[src/design/qdnr_pkg.sv]
package qdnr_pkg;

    // Default lane count; each item carries this many weight/activation pairs
    localparam int LANES_DEF = 4;

    // Field widths
    localparam int DATA_W     = 8;
    localparam int DIFF_W     = DATA_W + 1;
    localparam int PROD_W     = DATA_W + DIFF_W;
    localparam int ACC_W      = 32;
    localparam int PRODUCT_W  = 2 * ACC_W;
    localparam int OUT_W      = 7;
    localparam int SHIFT_W    = 6;
    localparam int CFG_ADDR_W = 2;
    localparam int CFG_DATA_W = 8;

    localparam logic [OUT_W-1:0]   OUT_MAX     = 7'd127;
    localparam logic [SHIFT_W-1:0] SHIFT_RESET = 6'd31;

    // Configuration register indexes
    typedef enum logic [CFG_ADDR_W-1:0] {
        CFG_IN_ZP  = 2'd0,
        CFG_OUT_ZP = 2'd1,
        CFG_SHIFT  = 2'd2
    } cfg_idx_t;

    // Control that travels with an item down the pipeline
    typedef struct packed {
        logic valid;
        logic first;
        logic last;
    } qdnr_ctl_t;

endpackage

[src/design/qdnr_lane.sv]
module qdnr_lane (
    input  logic                                     aclk,
    input  logic signed [qdnr_pkg::DATA_W-1:0]       weight,
    input  logic        [qdnr_pkg::DATA_W-1:0]       activation,
    input  logic        [qdnr_pkg::DATA_W-1:0]       in_zp,
    output logic signed [qdnr_pkg::PROD_W-1:0]       prod_reg
);
    import qdnr_pkg::*;

    logic signed [DIFF_W-1:0] diff;
    logic signed [PROD_W-1:0] prod_next;

    // Zero-point corrected activation times weight
    assign diff      = $signed({1'b0, activation}) - $signed({1'b0, in_zp});
    assign prod_next = PROD_W'(weight) * PROD_W'(diff);

    always_ff @(posedge aclk) begin
        prod_reg <= prod_next;
    end

endmodule

[src/design/qdnr_merge.sv]
module qdnr_merge #(
    parameter int LANES = qdnr_pkg::LANES_DEF
) (
    input  logic                                   aclk,
    input  logic                                   aresetn,
    input  qdnr_pkg::qdnr_ctl_t                    ctl_in,
    input  logic signed [qdnr_pkg::PROD_W-1:0]     lane_prod [LANES],
    input  logic        [qdnr_pkg::ACC_W-1:0]      bias_in,
    input  logic        [qdnr_pkg::ACC_W-1:0]      mult_in,
    output logic                                   rq_valid,
    output logic        [qdnr_pkg::ACC_W-1:0]      rq_acc,
    output logic        [qdnr_pkg::ACC_W-1:0]      rq_mult
);
    import qdnr_pkg::*;

    localparam int SUM_W = PROD_W + $clog2(LANES);

    qdnr_ctl_t               ctl2_reg;
    logic signed [SUM_W-1:0] sum_next;
    logic signed [SUM_W-1:0] sum_reg;
    logic [ACC_W-1:0]        bias2_reg;
    logic [ACC_W-1:0]        mult2_reg;
    logic [ACC_W-1:0]        acc_reg;
    logic [ACC_W-1:0]        acc_next;
    logic                    rq_valid_reg;
    logic [ACC_W-1:0]        rq_mult_reg;

    // Reduce the lane products
    always_comb begin
        sum_next = '0;
        for (int i = 0; i < LANES; i++) begin
            sum_next = sum_next + SUM_W'(lane_prod[i]);
        end
    end

    // Stage 2: lane sum
    always_ff @(posedge aclk) begin
        if (!aresetn) begin
            ctl2_reg <= '0;
        end else begin
            ctl2_reg <= ctl_in;
        end
        sum_reg   <= sum_next;
        bias2_reg <= bias_in;
        mult2_reg <= mult_in;
    end

    // Accumulate; first item of a neuron starts from the bias
    assign acc_next = (ctl2_reg.first ? bias2_reg : acc_reg) + ACC_W'(sum_reg);

    always_ff @(posedge aclk) begin
        if (!aresetn) begin
            acc_reg      <= '0;
            rq_valid_reg <= 1'b0;
        end else begin
            if (ctl2_reg.valid) begin
                acc_reg <= acc_next;
            end
            rq_valid_reg <= ctl2_reg.valid && ctl2_reg.last;
        end
        if (ctl2_reg.valid && ctl2_reg.last) begin
            rq_mult_reg <= mult2_reg;
        end
    end

    assign rq_valid = rq_valid_reg;
    assign rq_acc   = acc_reg;
    assign rq_mult  = rq_mult_reg;

endmodule

[src/design/qdnr_requant.sv]
module qdnr_requant (
    input  logic                                 aclk,
    input  logic                                 aresetn,
    input  logic                                 rq_valid,
    input  logic [qdnr_pkg::ACC_W-1:0]           rq_acc,
    input  logic [qdnr_pkg::ACC_W-1:0]           rq_mult,
    input  logic [qdnr_pkg::SHIFT_W-1:0]         scale_shift,
    input  logic [qdnr_pkg::DATA_W-1:0]          out_zp,
    input  logic                                 m_ready,
    output logic                                 m_valid,
    output logic [qdnr_pkg::OUT_W-1:0]           m_data,
    output logic                                 done
);
    import qdnr_pkg::*;

    logic                 v1_reg;
    logic                 neg1_reg;
    logic [ACC_W-1:0]     mag1_reg;
    logic [ACC_W-1:0]     mult1_reg;
    logic                 v2_reg;
    logic                 neg2_reg;
    logic [PRODUCT_W-1:0] prod2_reg;
    logic [PRODUCT_W-1:0] prod_next;
    logic                 v3_reg;
    logic                 neg3_reg;
    logic [PRODUCT_W-1:0] rnd3_reg;
    logic [PRODUCT_W-1:0] rnd_next;
    logic [PRODUCT_W-1:0] q;
    logic [DATA_W-1:0]    neg_diff;
    logic [DATA_W:0]      pos_sum;
    logic [OUT_W-1:0]     res_next;
    logic                 load;
    logic                 m_valid_reg;
    logic [OUT_W-1:0]     m_data_reg;

    // Q1: sign and magnitude of the accumulator
    // Q2: magnitude times multiplier
    // Q3: add rounding half (away from zero since we work on the magnitude)
    assign prod_next = PRODUCT_W'(mag1_reg) * PRODUCT_W'(mult1_reg);
    assign rnd_next  = (scale_shift == '0) ? prod2_reg
                     : prod2_reg + (PRODUCT_W'(1) << (scale_shift - SHIFT_W'(1)));

    always_ff @(posedge aclk) begin
        if (!aresetn) begin
            v1_reg <= 1'b0;
            v2_reg <= 1'b0;
            v3_reg <= 1'b0;
        end else begin
            v1_reg <= rq_valid;
            v2_reg <= v1_reg;
            if (v2_reg) begin
                v3_reg <= 1'b1;
            end else if (load) begin
                v3_reg <= 1'b0;
            end
        end
        if (rq_valid) begin
            neg1_reg  <= rq_acc[ACC_W-1];
            mag1_reg  <= rq_acc[ACC_W-1] ? (ACC_W'(0) - rq_acc) : rq_acc;
            mult1_reg <= rq_mult;
        end
        if (v1_reg) begin
            neg2_reg  <= neg1_reg;
            prod2_reg <= prod_next;
        end
        if (v2_reg) begin
            neg3_reg <= neg2_reg;
            rnd3_reg <= rnd_next;
        end
    end

    // Q4: shift out fraction bits, apply zero point, clamp to 0..127
    assign q        = rnd3_reg >> scale_shift;
    assign neg_diff = out_zp - q[DATA_W-1:0];
    assign pos_sum  = {2'b00, q[OUT_W-1:0]} + {1'b0, out_zp};

    always_comb begin
        if (neg3_reg) begin
            if (q >= PRODUCT_W'(out_zp)) begin
                res_next = '0;
            end else if (neg_diff > DATA_W'(OUT_MAX)) begin
                res_next = OUT_MAX;
            end else begin
                res_next = neg_diff[OUT_W-1:0];
            end
        end else begin
            if (q > PRODUCT_W'(OUT_MAX)) begin
                res_next = OUT_MAX;
            end else if (pos_sum > (DATA_W + 1)'(OUT_MAX)) begin
                res_next = OUT_MAX;
            end else begin
                res_next = pos_sum[OUT_W-1:0];
            end
        end
    end

    // Output register; result waits here while the receiver stalls
    assign load = v3_reg && (!m_valid_reg || m_ready);

    always_ff @(posedge aclk) begin
        if (!aresetn) begin
            m_valid_reg <= 1'b0;
        end else if (load) begin
            m_valid_reg <= 1'b1;
        end else if (m_ready) begin
            m_valid_reg <= 1'b0;
        end
        if (load) begin
            m_data_reg <= res_next;
        end
    end

    assign m_valid = m_valid_reg;
    assign m_data  = m_data_reg;
    assign done    = load;

endmodule

[src/design/quantized_dense_neuron_requant.sv]
// One output neuron of an 8-bit quantized dense layer with requantization.
// Input stream (s_): each item carries LANES signed weights, LANES unsigned
// activations, a 32-bit bias and a 32-bit requant multiplier in s_tdata;
// s_tuser marks the first item of a neuron (bias is loaded), s_tlast the
// last (a result is produced). Output stream (m_): one 7-bit value per
// neuron, 0..127. Config writes (cfg_we/cfg_addr/cfg_wdata) set input zero
// point, output zero point and multiplier fraction bits; write only when idle.
// Throughput: items that are not last are taken every cycle unless a last
// item is pending; the lanes, the registered lane sum and the accumulator
// form a 3-stage pipeline. A last item blocks s_tready from its acceptance
// until its result enters the output register, passing the lane, sum,
// accumulate, magnitude, 32x32 multiply, round and clamp stages.
// While the receiver stalls, the result waits in the output register and
// the next neuron's items are still taken up to and including its last
// item; input then stays blocked until that register frees up and the new
// result moves in.
// Reset clears the accumulator to 0, zero points to 0, fraction bits to 31.
module quantized_dense_neuron_requant #(
    parameter int LANES = qdnr_pkg::LANES_DEF
) (
    input  logic                                aclk,
    input  logic                                aresetn,
    // config write port
    input  logic                                cfg_we,
    input  logic [qdnr_pkg::CFG_ADDR_W-1:0]     cfg_addr,
    input  logic [qdnr_pkg::CFG_DATA_W-1:0]     cfg_wdata,
    // input items
    input  logic                                s_tvalid,
    output logic                                s_tready,
    // weight_0..weight_N-1, activation_0..activation_N-1, neuron_bias,
    // scale_multiplier
    input  logic [2*LANES*qdnr_pkg::DATA_W + 2*qdnr_pkg::ACC_W-1:0] s_tdata,
    input  logic                                s_tuser,   // first
    input  logic                                s_tlast,   // last
    // result items
    output logic                                m_tvalid,
    input  logic                                m_tready,
    output logic [7:0]                          m_tdata    // neuron_output, zero pad
);
    import qdnr_pkg::*;

    localparam int BIAS_LSB = 2 * LANES * DATA_W;
    localparam int MULT_LSB = BIAS_LSB + ACC_W;

    logic [DATA_W-1:0]        in_zp_reg;
    logic [DATA_W-1:0]        out_zp_reg;
    logic [SHIFT_W-1:0]       shift_reg;
    logic                     busy_reg;
    logic                     busy_next;
    logic                     accept;
    qdnr_ctl_t                ctl1_reg;
    logic [ACC_W-1:0]         bias1_reg;
    logic [ACC_W-1:0]         mult1_reg;
    logic signed [PROD_W-1:0] lane_prod [LANES];
    logic                     rq_valid;
    logic [ACC_W-1:0]         rq_acc;
    logic [ACC_W-1:0]         rq_mult;
    logic [OUT_W-1:0]         res_data;
    logic                     done;

    // Configuration registers
    always_ff @(posedge aclk) begin
        if (!aresetn) begin
            in_zp_reg  <= '0;
            out_zp_reg <= '0;
            shift_reg  <= SHIFT_RESET;
        end else if (cfg_we) begin
            unique case (cfg_idx_t'(cfg_addr))
                CFG_IN_ZP:  in_zp_reg  <= cfg_wdata;
                CFG_OUT_ZP: out_zp_reg <= cfg_wdata;
                CFG_SHIFT:  shift_reg  <= cfg_wdata[SHIFT_W-1:0];
                default: ;
            endcase
        end
    end

    // A last item in flight holds off new items until its result is registered
    assign accept    = s_tvalid && s_tready;
    assign s_tready  = !busy_reg;
    assign busy_next = done ? 1'b0 : ((accept && s_tlast) ? 1'b1 : busy_reg);

    always_ff @(posedge aclk) begin
        if (!aresetn) begin
            busy_reg <= 1'b0;
            ctl1_reg <= '0;
        end else begin
            busy_reg       <= busy_next;
            ctl1_reg.valid <= accept;
            ctl1_reg.first <= s_tuser;
            ctl1_reg.last  <= s_tlast;
        end
        bias1_reg <= s_tdata[BIAS_LSB +: ACC_W];
        mult1_reg <= s_tdata[MULT_LSB +: ACC_W];
    end

    // Lanes
    for (genvar i = 0; i < LANES; i++) begin : g_lane
        qdnr_lane u_lane (
            .aclk       (aclk),
            .weight     (s_tdata[i*DATA_W +: DATA_W]),
            .activation (s_tdata[(LANES+i)*DATA_W +: DATA_W]),
            .in_zp      (in_zp_reg),
            .prod_reg   (lane_prod[i])
        );
    end

    qdnr_merge #(
        .LANES (LANES)
    ) u_merge (
        .aclk      (aclk),
        .aresetn   (aresetn),
        .ctl_in    (ctl1_reg),
        .lane_prod (lane_prod),
        .bias_in   (bias1_reg),
        .mult_in   (mult1_reg),
        .rq_valid  (rq_valid),
        .rq_acc    (rq_acc),
        .rq_mult   (rq_mult)
    );

    qdnr_requant u_requant (
        .aclk        (aclk),
        .aresetn     (aresetn),
        .rq_valid    (rq_valid),
        .rq_acc      (rq_acc),
        .rq_mult     (rq_mult),
        .scale_shift (shift_reg),
        .out_zp      (out_zp_reg),
        .m_ready     (m_tready),
        .m_valid     (m_tvalid),
        .m_data      (res_data),
        .done        (done)
    );

    assign m_tdata = {1'b0, res_data};

endmodule

[config.mk]
export PLATFORM = sky130hd
export DESIGN_NAME = quantized_dense_neuron_requant
export DESIGN_NICKNAME = d
export VERILOG_FILES = /design/src/design/qdnr_pkg.sv /design/src/design/qdnr_lane.sv /design/src/design/qdnr_merge.sv /design/src/design/qdnr_requant.sv /design/src/design/quantized_dense_neuron_requant.sv
export SDC_FILE = /design/constraint.sdc
export NUM_CORES = 2
export LEC_CHECK = 0
export ABC_CLOCK_PERIOD_IN_PS = 12680
export BUFFER_PORTS_ARGS = -buffer_cell sky130_fd_sc_hd__buf_4
export CORE_UTILIZATION = 50
export CTS_CLUSTER_DIAMETER = 30
export DETAILED_ROUTE_END_ITERATION = 6
export GPL_TIMING_DRIVEN = 0
export PLACE_DENSITY = 0.66
export SLEW_MARGIN = 0
export SYNTH_ARGS = -nofsm -noshare
export SYNTH_HDL_FRONTEND = slang
export SYNTH_SLANG_ARGS = --single-unit
export TNS_END_PERCENT = 10
[constraint.sdc]
create_clock -name aclk -period 12.68 [get_ports aclk]
set_input_delay 0 -clock aclk [delete_from_list [all_inputs] [get_ports aclk]]
set_output_delay 0 -clock aclk [all_outputs]
set_load 0.01 [all_outputs]
==> results.yml <==
status:
  status: "finished, final reports clean"
critical_path:
  critPathTopFamily: "adder cells"
  cp-start-kind: "flip-flop"
  critPathMaxStageDelay_ns: 1.05
  critical_path_class: "flip-flop to flip-flop"
  r2r_start: "u_requant.mult1_reg[13]"
  worst-path-buf-inv: 3
  worst_path_max_delay_cell: "clkbuf_1"
  r2r.worst_path.cells: 25
  worstSetupEndpointType: "flip-flop"
  cp.arrival_ns: 11.24
  r2r_end: "u_requant.prod2_reg[63]"
  worstPathMaxFanout: 10
  required_ns: 13.14
  reg2reg_slack_ns: 1.89
  crit_top_cell: "fa_1"
timing:
  fin_skew_ns: 0.0373
  finalSetupViolCount: 0
  fin_ws_ns: 1.89
  final_hold_viol_count: 0
  setup_tns_ns: 0
  fmax_mhz: 92.7
  worst_slew_pin_slew_ns: 1.41
  slew_violations: 0
  period_share_pct: 85.1
  hold_slack_ns: 0.0698
  layout_min_cycle_time_ns: 10.79
  grt_setup_unrepaired: "no"
  slew_headroom_pct: 5.82
synthesis:
  synthTopCellsByArea: "fa_1 (33%), edfxtp_1 (9.9%), ha_1 (9.7%)"
  netlist_area_mm2: 0.0711
  avgSynthCellArea_um2: 9.59
  synth_area_leader_cell: "fa_1"
  syn_nets: 9300
  syn_inst: 7418
  synth_top_cell_area_share_pct: 33.4
  ys.flop_type: "dfxtp_1"
  ys_seq_elements: 515
  synth.distinct_cells: 79
  ys_seq_area_share_pct: 17.8
  synth_edf_count: 234
  ys_warn_count: 0
  async_flop_share_pct: 0
pwr:
  p_leak_nw: 37.4
  powerDensity_mw_per_mm2: 153
  ir_worst_vdd_uv: 333
min_path:
  worstHoldStart: "s_tdata[27]"
  min_path_type: "input port to flip-flop"
  min_to: "g_lane[3].u_lane.prod_reg[3]"
  min_path_cells: 5
cts:
  clkSlewWorstSetupHoldPaths_ns: 0.05
  clk_latency_ns: 0.75
  cts_tree: "yes"
  cts.sinks: 515
  cts_root_buf: "clkbuf_16"
  h-tree-depth: 3
  cts_buffer_depth: 3
  cts_made_buffers: 113
die:
  coreArea_mm2: 0.141
  rows: 138
  die_h_um: 379
  die_w_um: 379
  die_area_mm2: 0.144
  start_util_pct: 50.3
  io_pins: 155
global_routing:
  antenna_found_initial: 35
  grt_pass1_wl_um: 362000
  grt_max_degree: 67
  track_usage_pct: 34.8
  grt-ovfl-total: 0
  grt_pass1_vias: 57189
cells_and_area:
  stdcell_area_mm2: 0.0804
  area_delta_synth_final_pct: 13.0
  mostFrequentLayoutCell: "inv_1"
  largest_reg_flops: 68
  layout-drive-gt1-share_pct: 6.34
  fin_nets: 9735
  multi_input_area_mm2: 0.0524
  n_fill_cell: 12386
  final_cell_mix: "inv_1 (1271), fa_1 (1185), nand2_1 (778), and2_1 (741), ha_1 (552)"
  seq_area_mm2: 0.0127
placement:
  preCtsSetupSlack_ns: 2.30
  place.detailed.hpwl_um: 197000
  place_congestion: 1.05
  place_area_mm2: 0.0747
  io_buffers: 144
detailed_routing:
  drt-total-wl_um: 245000
  post_drt_wl_per_cell_um: 24.9
  drc: 0
  drt-initial-drc-count: 5057
  drtAntennaViolNets: 0
  dr.pass1.iters: 6
  viasPerCell: 5.65
  vias: 55692
job:
  cap_viol_max_count: 0
[per-layer routing]
metal	vias to the layer above	wire, um	share of wire, %	track usage, %
li1	24300	-	-	-
met5	-	171	0.070	0.309
met4	18	12800	5.2	15.9
met3	610	25800	11	9.31
met1	28039	98700	40	46.2
met2	2725	108000	44	53.0
[cells in the mapped netlist (all sizes together) (9+ instances only)]
master     n
clkbuf   287
nand4     23
o21ai    195
nor2b     99
and2     742
nand3     55
nor3      50
a31oi     25
mux2i     78
inv     1271
edfxtp   234
a211oi    35
and3      18
nor2     296
ha       552
nand2    779
o31ai     28
or2       15
mux2      46
a21oi    287
o211ai    14
o22ai      9
o21bai    57
o21a      33
dfxtp    281
fa      1185
nor4      16
a21boi    24
xor2      79
nand2b    65
xnor2    202
buf       38
or3       14
o41ai     15
a21o     113
mux4      58
[cell type report]
class / instances / area share (%)
Tap cell: 1890 / 2.94
Sequential cell: 515 / 15.8
Inverter: 1271 / 5.94
Clock buffer: 129 / 3.79
Multi-Input combinational cell: 5307 / 65.2
Timing Repair Buffer: 320 / 3.59
Antenna cell: 12 / 0.0374
Clock inverter: 86 / 1.13
Buffer: 325 / 1.60
[logic make-up (layout without fill, tap and decap cells)]
logic type      count (synthesis)  after routing  synth area share, %
buf+inv                      1596           2131                 8.51
simple gates                 2201           2201                 15.5
xor+xnor                      281            281                 3.46
other cells                     1             13              0.00527
flops                         515            515                 17.8
fa+ha+maj                    1737           1737                 43.1
compound gates                905            905                 8.00
mux                           182            182                 3.70
[where the power goes]
group	internal, mW	switching, mW	total [mW]	leakage (nW)
clock network	1.88	1.10	2.98	1.92
registers	2.11	0.173	2.28	4.46
logic	3.11	3.94	7.05	31.0
[worst min-delay path, cell delays in order]
cell,delay (ns)
buf_4,0.14
nor2b_1,0.15
ha_1,0.15
ha_1,0.15
fa_1,0.16
[repair_timing]
action / in CTS / in global routing
buffers inserted: 0 / 0
resized for setup: 0 / 0
hold buffers: 172 / 0
endpoints found under the hold margin: 141 / 0
[how the worst max path moves through the flow]
stage / endpoint / from / slack (ns) / cells after the start
CTS: u_requant.prod2_reg[63] / u_requant.mult1_reg[13] / 2.25 / 25
global placement: u_requant.prod2_reg[63] / u_requant.mult1_reg[9] / 2.23 / 25
finish: u_requant.prod2_reg[63] / u_requant.mult1_reg[13] / 1.89 / 25
global route: u_requant.prod2_reg[63] / u_requant.mult1_reg[13] / 1.58 / 25
detailed placement: u_requant.prod2_reg[63] / u_requant.mult1_reg[13] / 2.30 / 25
floorplan: u_requant.prod2_reg[63] / u_requant.mag1_reg[16] / 4.91 / 29
[metrics by stage]
step                instances  total power [mW]  util [%]
finish                   9855              12.3      56.8
global route             9843              13.5      56.8
CTS                      9843              12.4      56.8
detailed placement       9456              9.26      52.8
global placement         9452              9.21      52.7
floorplan                7418              7.50         -
(Power assumes the default switching activity.)
